[src/mclp_pkg.sv]
// ---------------------------------------------------------------------------
// mclp_pkg
// Shared types and constants for the multi-click / long-press decoder.
// ---------------------------------------------------------------------------
package mclp_pkg;

  // configuration register map
  localparam int unsigned CFG_ADDR_W = 1;
  localparam int unsigned CFG_DATA_W = 16;

  localparam logic [CFG_ADDR_W-1:0] REG_CLICK_WINDOW    = 1'd0;
  localparam logic [CFG_ADDR_W-1:0] REG_BRIGHTNESS_STEP = 1'd1;

  // register reset values
  localparam logic [15:0] CLICK_WINDOW_RST    = 16'd200;
  localparam logic [7:0]  BRIGHTNESS_STEP_RST = 8'd10;

  // brightness end stops and click saturation
  localparam logic [7:0] LEVEL_MAX = 8'd255;
  localparam logic [7:0] CLICK_MAX = 8'd255;

  // stream widths
  localparam int unsigned IN_TDATA_W  = 48;
  localparam int unsigned IN_TUSER_W  = 1;
  localparam int unsigned OUT_TDATA_W = 16;
  localparam int unsigned OUT_TUSER_W = 2;

  // one result beat
  typedef struct packed {
    logic       clicks_ready;
    logic [7:0] click_count;
    logic       brightness_write;
    logic [7:0] new_brightness;
  } mclp_res_t;

endpackage

[src/mclp_core.sv]
// ---------------------------------------------------------------------------
// mclp_core
// Button state, click counting, window timing and brightness ramp.
// Result is combinational from the accepted beat and the current state.
// ---------------------------------------------------------------------------
module mclp_core
  import mclp_pkg::*;
(
  input  logic        clk,
  input  logic        rst_n,
  input  logic        beat,
  input  logic        func,
  input  logic        button_pressed,
  input  logic [31:0] now_ms,
  input  logic [7:0]  current_brightness,
  input  logic [15:0] click_window_ms,
  input  logic [7:0]  brightness_step,
  output mclp_res_t   res
);

  logic        last_level_r,     last_level_nxt;
  logic [31:0] last_edge_time_r, last_edge_time_nxt;
  logic [7:0]  click_counter_r,  click_counter_nxt;
  logic        window_running_r, window_running_nxt;
  logic [31:0] window_start_r,   window_start_nxt;
  logic        ramp_up_r,        ramp_up_nxt;

  logic [31:0] held;
  logic [31:0] since_start;
  logic [31:0] win_ext;
  logic        exp_before;
  logic        restart;
  logic        exp_after;
  logic [7:0]  cnt_edge;
  logic [8:0]  ramp_sum;

  assign win_ext     = {16'd0, click_window_ms};
  assign held        = now_ms - last_edge_time_r;
  assign since_start = now_ms - window_start_r;
  assign exp_before  = window_running_r && (since_start >= win_ext);
  assign ramp_sum    = {1'b0, current_brightness} + {1'b0, brightness_step};

  // edge handling, then expiry action on the settled level
  always_comb begin
    last_level_nxt     = last_level_r;
    last_edge_time_nxt = last_edge_time_r;
    window_running_nxt = window_running_r;
    window_start_nxt   = window_start_r;
    ramp_up_nxt        = ramp_up_r;
    cnt_edge           = click_counter_r;
    restart            = 1'b0;
    res                = '0;

    if (func) begin
      if (last_level_r && !button_pressed) begin
        // release ending a press: short click, stale sequence cleared
        if ((held < win_ext) && (click_counter_r < CLICK_MAX)) begin
          cnt_edge = click_counter_r + 8'd1;
        end
        if (exp_before) begin
          cnt_edge = '0;
        end
        restart = 1'b1;
      end else if (button_pressed) begin
        restart = 1'b1;
      end
      last_level_nxt     = button_pressed;
      last_edge_time_nxt = now_ms;
    end

    if (restart) begin
      window_running_nxt = 1'b1;
      window_start_nxt   = now_ms;
    end

    // a restarted window has zero elapsed time
    exp_after = restart ? (click_window_ms == 16'd0) : exp_before;

    click_counter_nxt = cnt_edge;
    if (exp_after) begin
      if (!last_level_nxt) begin
        if (cnt_edge != 8'd0) begin
          res.clicks_ready = 1'b1;
          res.click_count  = cnt_edge;
        end
        click_counter_nxt = '0;
      end else if (cnt_edge == 8'd0) begin
        // hold repeat: ramp and bounce at the ends
        res.brightness_write = 1'b1;
        if (!ramp_up_r) begin
          if (brightness_step > current_brightness) begin
            res.new_brightness = '0;
            ramp_up_nxt        = 1'b1;
          end else begin
            res.new_brightness = current_brightness - brightness_step;
          end
        end else begin
          if ((LEVEL_MAX - brightness_step) < current_brightness) begin
            res.new_brightness = LEVEL_MAX;
            ramp_up_nxt        = 1'b0;
          end else begin
            res.new_brightness = ramp_sum[7:0];
          end
        end
      end
    end
  end

  // state registers, updated per accepted beat
  always_ff @(posedge clk) begin
    if (!rst_n) begin
      last_level_r     <= 1'b0;
      last_edge_time_r <= '0;
      click_counter_r  <= '0;
      window_running_r <= 1'b0;
      window_start_r   <= '0;
      ramp_up_r        <= 1'b0;
    end else if (beat) begin
      last_level_r     <= last_level_nxt;
      last_edge_time_r <= last_edge_time_nxt;
      click_counter_r  <= click_counter_nxt;
      window_running_r <= window_running_nxt;
      window_start_r   <= window_start_nxt;
      ramp_up_r        <= ramp_up_nxt;
    end
  end

endmodule

[src/mclp_obuf.sv]
// ---------------------------------------------------------------------------
// mclp_obuf
// Two-entry result buffer: output register plus skid stage, so a new beat
// is taken while a finished result is still held by the receiver.
// ---------------------------------------------------------------------------
module mclp_obuf
  import mclp_pkg::*;
(
  input  logic      clk,
  input  logic      rst_n,
  input  logic      wr_valid,
  output logic      wr_ready,
  input  mclp_res_t wr_data,
  output logic      rd_valid,
  input  logic      rd_ready,
  output mclp_res_t rd_data
);

  mclp_res_t main_r, main_nxt;
  mclp_res_t skid_r, skid_nxt;
  logic      main_vld_r, main_vld_nxt;
  logic      skid_vld_r, skid_vld_nxt;
  logic      wr_fire;
  logic      rd_fire;

  assign wr_ready = !skid_vld_r;
  assign wr_fire  = wr_valid && wr_ready;
  assign rd_fire  = main_vld_r && rd_ready;
  assign rd_valid = main_vld_r;
  assign rd_data  = main_r;

  // next-state of the two entries
  always_comb begin
    main_nxt     = main_r;
    skid_nxt     = skid_r;
    main_vld_nxt = main_vld_r;
    skid_vld_nxt = skid_vld_r;
    if (rd_fire) begin
      if (skid_vld_r) begin
        main_nxt     = skid_r;
        skid_vld_nxt = 1'b0;
      end else if (wr_fire) begin
        main_nxt = wr_data;
      end else begin
        main_vld_nxt = 1'b0;
      end
    end else if (wr_fire) begin
      if (!main_vld_r) begin
        main_nxt     = wr_data;
        main_vld_nxt = 1'b1;
      end else begin
        skid_nxt     = wr_data;
        skid_vld_nxt = 1'b1;
      end
    end
  end

  // control flags
  always_ff @(posedge clk) begin
    if (!rst_n) begin
      main_vld_r <= 1'b0;
      skid_vld_r <= 1'b0;
    end else begin
      main_vld_r <= main_vld_nxt;
      skid_vld_r <= skid_vld_nxt;
    end
  end

  // payload
  always_ff @(posedge clk) begin
    main_r <= main_nxt;
    skid_r <= skid_nxt;
  end

endmodule

[src/multi_click_long_press_decoder.sv]
// ---------------------------------------------------------------------------
// multi_click_long_press_decoder
// Decodes time-stamped button beats into multi-click reports and a
// hold-to-ramp brightness value.
// ---------------------------------------------------------------------------
// Usage:
//   Input stream: one beat per button level change (tuser = 1) or poll
//   (tuser = 0), each carrying a millisecond timestamp and the brightness
//   in effect. Every input beat yields exactly one output beat.
//   Output stream: tuser flags a click report or a brightness write;
//   tdata holds the click count and the ramped brightness.
//   Config: click window (index 0) and ramp step (index 1) are to be written
//   only while the block is idle; the block itself does not enforce this.
//   Throughput is one beat per cycle while in_tready is high. The state
//   update and result for a beat are computed combinationally from the
//   beat and the stored state (two 32-bit time subtracts and compares set
//   the path) and land in the output register or the skid entry. A two-entry
//   output buffer keeps in_tready high while one result waits; in_tready
//   drops only when both entries are full.
//   Reset (synchronous, rst_n low) clears button state, counters, ramp
//   direction and buffered results, and loads the register defaults
//   (200 ms window, step 10).
// ---------------------------------------------------------------------------
module multi_click_long_press_decoder
  import mclp_pkg::*;
(
  input  logic                  clk,
  input  logic                  rst_n,
  // input stream
  input  logic                  in_tvalid,
  output logic                  in_tready,
  input  logic [IN_TDATA_W-1:0] in_tdata,   // button_pressed, now_ms[31:0],
                                             // current_brightness[7:0], zero pad
  input  logic [IN_TUSER_W-1:0] in_tuser,   // func
  // result stream
  output logic                   out_tvalid,
  input  logic                   out_tready,
  output logic [OUT_TDATA_W-1:0] out_tdata, // click_count[7:0], new_brightness[7:0]
  output logic [OUT_TUSER_W-1:0] out_tuser, // clicks_ready, brightness_write
  // configuration
  input  logic                  cfg_we,
  input  logic [CFG_ADDR_W-1:0] cfg_addr,
  input  logic [CFG_DATA_W-1:0] cfg_wdata
);

  logic [15:0] click_window_r;
  logic [7:0]  brightness_step_r;
  logic        in_beat;
  mclp_res_t   core_res;
  mclp_res_t   out_res;

  // configuration registers
  always_ff @(posedge clk) begin
    if (!rst_n) begin
      click_window_r    <= CLICK_WINDOW_RST;
      brightness_step_r <= BRIGHTNESS_STEP_RST;
    end else if (cfg_we) begin
      unique case (cfg_addr)
        REG_CLICK_WINDOW:    click_window_r    <= cfg_wdata;
        REG_BRIGHTNESS_STEP: brightness_step_r <= cfg_wdata[7:0];
        default: ;
      endcase
    end
  end

  assign in_beat = in_tvalid && in_tready;

  mclp_core u_core (
    .clk                (clk),
    .rst_n              (rst_n),
    .beat               (in_beat),
    .func               (in_tuser[0]),
    .button_pressed     (in_tdata[0]),
    .now_ms             (in_tdata[32:1]),
    .current_brightness (in_tdata[40:33]),
    .click_window_ms    (click_window_r),
    .brightness_step    (brightness_step_r),
    .res                (core_res)
  );

  mclp_obuf u_obuf (
    .clk      (clk),
    .rst_n    (rst_n),
    .wr_valid (in_tvalid),
    .wr_ready (in_tready),
    .wr_data  (core_res),
    .rd_valid (out_tvalid),
    .rd_ready (out_tready),
    .rd_data  (out_res)
  );

  assign out_tdata = {out_res.new_brightness, out_res.click_count};
  assign out_tuser = {out_res.brightness_write, out_res.clicks_ready};

  // ---- assertions ----

  // a full buffer always has a result on offer
  a_stall_has_result: assert property (@(posedge clk) disable iff (!rst_n)
    !in_tready |-> out_tvalid)
    else $error("input stalled with no result pending");

  // report needs a released button, ramp a held one
  a_report_xor_ramp: assert property (@(posedge clk) disable iff (!rst_n)
    out_tvalid |-> !(out_tuser[0] && out_tuser[1]))
    else $error("click report and brightness write together");

  // a report carries a nonzero count, and only a report does
  a_count_flag: assert property (@(posedge clk) disable iff (!rst_n)
    out_tvalid |-> (out_tuser[0] == (out_tdata[7:0] != 8'd0)))
    else $error("click count disagrees with report flag");

  // nothing offered straight after reset
  a_reset_empty: assert property (@(posedge clk)
    !rst_n |=> !out_tvalid)
    else $error("result offered after reset");

endmodule
[config.mk]
export PLATFORM = sky130hd
export DESIGN_NAME = multi_click_long_press_decoder
export DESIGN_NICKNAME = d
export VERILOG_FILES = /design/src/mclp_pkg.sv /design/src/mclp_core.sv /design/src/mclp_obuf.sv /design/src/multi_click_long_press_decoder.sv
export SDC_FILE = /design/constraint.sdc
export NUM_CORES = 1
export LEC_CHECK = 0
export BUFFER_PORTS_ARGS = -buffer_cell sky130_fd_sc_hd__clkbuf_2
export CELL_PAD_IN_SITES_DETAIL_PLACEMENT = 1
export CELL_PAD_IN_SITES_GLOBAL_PLACEMENT = 1
export CORE_MARGIN = 5
export CORE_UTILIZATION = 32
export CTS_CLUSTER_DIAMETER = 120
export DETAILED_ROUTE_END_ITERATION = 16
export PLACE_DENSITY = 0.56
export SYNTH_ARGS = -nofsm -noshare
export SYNTH_HDL_FRONTEND = slang
export SYNTH_SLANG_ARGS = --single-unit
[constraint.sdc]
create_clock -name clk -period 17.1 [get_ports clk]
set_clock_uncertainty 0.1 [all_clocks]
set_input_delay 2.565 -clock clk [delete_from_list [all_inputs] [get_ports clk]]
set_output_delay 2.565 -clock clk [all_outputs]
set_load 0.1 [all_outputs]
### Yosys cells after proc, flatten, opt, wreduce, memory -nomap -nowiden

Cells that the tools add are included.

* bits in registers: 137
* output and inout bits: 20
* word-level logic and storage cells: 88
* bits of input ports: 71

* eq/ne operators: 3
* reduce and logical (&&, ||, !) cells: 22
* bitwise gates (word level): 3
* order comparisons: 5
* add/sub/neg operators: 6
* muxes and demuxes: 31

Operators by type and width (count)
* $mux 18: 6
* $mux 8: 9
* $sub 32x32->32: 2
* $mux 9: 4
* $ge 32x16->1: 1
* $lt 32x16->1: 1
* $logic_not 16->1: 1
* $mux 1: 12
* $reduce_and 2->1: 5
* $reduce_and 3->1: 3
* $add 8x1->8 const B: 1
* $add 8x8->8: 1
* $gt 8x8->1: 1
* $logic_not 8->1: 1
* $lt 8x8->1: 1
* $lt 8x8->1 const B: 1
* $reduce_bool 8->1: 1
* $sub 8x8->8: 1
* $sub 8x8->8 const A: 1
* $ne 2x2->1 const B: 3
* $logic_and 1x1->1: 5
* $reduce_and 4->1: 1
* $reduce_bool 2->1: 2
* $not 1->1: 3
* 2 further kinds: 3

### Logic depth before layout (Yosys ltp)

* depth after elaboration: 14
* gate-level depth with buffers: 28
* gate-level depth less buffers: 27

### By module

A second synthesis with hierarchy kept.

* cell total of the unflattened synthesis: 1453
* area total of the unflattened synthesis: 11649.9 µm²

By module, submodules not included
* mclp_core: seq. area each 1501.4 µm², instances 1, cells each 1279, area an instance 9202.6 µm²
* mclp_obuf: seq. area each 1121.1 µm², instances 1, cells each 70, area an instance 1462.7 µm²
* multi_click_long_press_decoder: seq. area each 480.5 µm², instances 1, cells each 104, area an instance 984.7 µm²

### Worst setup path before layout

No wires, ideal clock.

* path kind: input to register
* from: in in_tdata[1]
* to: reg u_obuf.skid_r[0] in the netlist's numbering (data pin)
* setup time: 0.296 ns
* arrival time: 7.305 ns
* data required time: 16.704 ns
* setup slack: 9.399 ns
* cell stages on the path: 28
* path through: inv_1 > ha_1 > fa_1 > nand2b_1 > a21oi_1 > nor2_1 > o21ai_0 > a21oi_1 > nor2b_1 > o21ai_0 > nand2b_1 > a21oi_1 > xnor2_1 > ha_1 > nand4_1 > nor4_1 > a221oi_1 > nand4_1 > a2111o_1 > nor4_1 > and4_1 > o211a_1 > o211ai_1 > o31ai_1 > a221oi_4 > nand3_4 > buf_6 > nor3_2

RTL lines
* start: declaration: RTL line multi_click_long_press_decoder.sv:32 `input logic [IN_TDATA_W-1:0] in_tdata,`
* end signal: assignment: RTL line mclp_obuf.sv:72 `skid_r <= skid_nxt;`
* end: declaration: RTL line mclp_obuf.sv:20 `mclp_res_t skid_r, skid_nxt;`

==> results.cfg <==
[min_path]
hold_path.class = reg2reg

[finish]
layout.nets = 1769
drive_above_1_share_pct = 9.623
most-common-layout-cells = 298 x nand2_1, 123 x inv_1, 117 x a21oi_1, 117 x ha_1, 101 x dfxtp_1
n_antenna_cell = 0
syn_to_final_growth_pct = 12.02
final_area_sq_mm = 0.01312
final_common_cell = nand2_1

[setup_path]
rr_startpoint = u_core.window_start_r[0]
crit_arrival_ns = 9.03
cp.depth = 27
crit_top_cell = a21oi_1
reg2reg_depth = 25
endpoint_kind = flip-flop
crit_path_max_fanout = 16
crit_type = in2reg
cp_slowest_stage_delay_ns = 0.63
required_ns = 17.19
crit_path_end = u_obuf.rd_data[9]
crit_start = in_tdata[1]
r2r-end = u_obuf.rd_data[9]
setup.worst_path.start_class = input pin
critPathBufInv = 2
cp_slowest_cell = o32a_1
path_delay_family = compound AO/OA/AOI/OAI gates
reg2reg_setup_slack_ns = 10.15

[timing]
period_needed_ns = 8.940
slew_violations = 0
rsz0062_at_grt = no
hold_viol = 0
fin_ws_ns = 8.160
worstMarginPinSlew_ns = 1.183
finalSetupViolations = 0
fin_tns_setup_ns = 0
timing.final.crit_share_pct = 52.28
hold_ws_ns = 0.3657
clock.fmax_ghz = 0.1119
maxSlewHeadroom_pct = 20.94

[synth]
muxShareOfSynthArea_pct = 1.068
netlist_instances = 1533
yosysSeqAreaShare_pct = 26.49
synth.net_count = 1725
synth_fa_ha_area_share_pct = 13.18
ys_async_sr_fraction_pct = 0
synth_top_family_by_area = compound AO/OA/AOI/OAI gates
syn_avg_cell_area_sq_um = 7.640
synth-xor-area-share_pct = 3.739
synthSimpleGateAreaFrac_pct = 21.76
ys_seq_elements = 137
synth_area_sq_mm = 0.01171
synth_flop_cell = dfxtp_1
synth_edf_count = 36
synth_compound_area_share_pct = 27.45
yosysUniqueCellTypes = 82
yosys_warnings = 0

[cts]
cts_resized = 0
cts_tree = built
htree_levels = 4
cts_buffer_depth = 2
holdBufCountCts = 0
clock_latency_ns = 0.45
root_buffer = clkbuf_16
clk_transition_reported_paths_ns = 0.06
cts.sinks = 137
cts_made_buffers = 17
post_cts_buffers = 0

[floorplanning]
dieWidth_um = 201.3
rows = 70
ios = 91
start_util_pct = 32.22
core-area_sq_mm = 0.03635
dieArea_sq_mm = 0.04053
die_h_um = 201.3

[status]
outcome = complete, no violations

[placement]
placed_area_sq_mm = 0.01251
post-place-ws_ns = 7.674
place.gp.congestion = 0.8392
post-dp-hpwl_um = 30660
port_buffers = 83

[drt]
ant_nets = 0
vias = 11160
drt-met1-wl_um = 18730
routed-wl-met3_um = 846
drc = 0
routed.top_layer = met4
dr_wl_met2_um = 18900
wl_um = 38970
first_iter_violations = 506
vias_per_cell = 5.423
wl_per_cell_um = 18.94
dr.pass1.iters = 4

[global_route]
grt_pass1_vias = 11480
grt_first_pass_wirelength_um = 62930
antenna_found_initial = 0
grt.overflow.total = 0
grt_max_degree = 103
grt_usage_pct = 19.18

[power]
power.leakage_nw = 4.938
powerDensity_mw_per_mm2 = 81.98
ir_drop_mv = 0.07370

[job]
maxCapViolCount = 0
per-stage QoR:
step / power [mW] / cells / util [%]
after global placement: 0.6760 / 2026 / 34.41
after detailed placement: 0.6818 / 2026 / 34.41
final: 1.076 / 2058 / 36.10
after floorplan: 0.5861 / 1533 / -
after global routing: 1.139 / 2058 / 36.10
after CTS: 1.091 / 2058 / 36.10
cell type report:
| class | instances | area, sq um |
|---|---|---|
| tap | 468 | 585.6 |
| sequential | 137 | 3103 |
| clock inverter | 12 | 176.4 |
| inverter | 123 | 461.7 |
| fill | 4454 | 23230 |
| timing repair buffer | 91 | 475.5 |
| multi-input combinational | 1207 | 7881 |
| clock buffer | 20 | 436.7 |
synth_stat cells (5+ instances only):
master       n  area (sq um)
a2111oi_0    8         70.07
a2111oi_1    5         50.05
a211oi_1    15         112.6
a21boi_0    90         675.7
a21o_1      14         105.1
a21oi_1    118         590.6
and2_1      13         81.33
and3_1      11         68.82
buf_2       10         50.05
clkbuf_1    52         195.2
dfxtp_1    101          2022
edfxtp_1    36          1081
ha_1       117          1464
inv_1      123         461.7
mux2i_1      8         80.08
nand2_1    298          1119
nand2b_1    16         100.1
nand3_1     19         95.09
nand4_1     28         175.2
nor2_1      79         296.5
nor2b_1     10         62.56
nor3_1      17         85.08
nor3_2      10         100.1
nor4_1      14         87.58
o211ai_1    22         165.2
o21a_1      21         157.7
o21ai_0     64         320.3
o21ai_1     10         50.05
o21bai_1    14         105.1
o221ai_1     5         43.79
o22ai_1     11         68.82
o31a_1       6         52.55
o31ai_1     18         135.1
or3_1       10         62.56
xnor2_1     31         271.5
xor2_1      19         166.4
metal layers:
layer  vias up  global-route usage [%]
li1       5559                       -
met4         0                   4.736
met5         -                       0
met2       133                   33.64
met1      5446                   25.23
met3        22                   2.240
flip-flops by register name, summed over array words and instances (netlist names):
signal and cells:
u_obuf.rd_data 18, u_core.click_counter_r 8, u_obuf.skid_vld_r 1, u_obuf.skid_r 18, brightness_step_r 8, click_window_r 16
u_core.last_edge_time_r 32, u_obuf.rd_valid 1, u_core.ramp_up_r 1, u_core.window_running_r 1, u_core.last_level_r 1, u_core.window_start_r 32
tightest hold or removal path: cells and delay by family (launching register included):
| family | cells | cell delay, ns |
|---|---|---|
| compound gates | 1 | 0.06 |
| flops | 1 | 0.31 |
| simple gates | 1 | 0.05 |
power breakdown:
group | total (mW) | switching (mW) | internal, mW
clock network | 0.401 | 0.158 | 0.243
registers | 0.354 | 0.00795 | 0.346
logic | 0.321 | 0.212 | 0.108
total | 1.08 | 0.378 | 0.698
how the worst min path moves through the flow:
| stage | start | endpoint | slack [ns] | cells past startpoint |
|---|---|---|---|---|
| 5_1_grt | u_core.window_start_r[22] | u_core.window_start_r[22] | 0.39 | 2 |
| 6_report | u_core.last_edge_time_r[2] | u_core.last_edge_time_r[2] | 0.37 | 2 |
| 3_5_place_dp | u_core.last_edge_time_r[9] | u_core.last_edge_time_r[9] | 0.36 | 2 |
| 4_1_cts | u_core.last_edge_time_r[9] | u_core.last_edge_time_r[9] | 0.37 | 2 |
| 3_3_place_gp | u_core.window_start_r[21] | u_core.window_start_r[21] | 0.35 | 2 |
| 2_1_floorplan | u_core.window_start_r[29] | u_core.window_start_r[29] | 0.34 | 2 |
cell families (layout without fill, tap and decap cells):
family / count (synthesis) / count (layout)
AND/OR/NAND/NOR: 549 / 549
buffers and inverters: 189 / 246
multiplexers: 12 / 12
adder cells (fa/ha/maj): 121 / 121
XOR/XNOR: 50 / 50
AO/OA/AOI/OAI: 475 / 475
flip-flops: 137 / 137
Note: power is estimated with default switching activity, not from simulation.
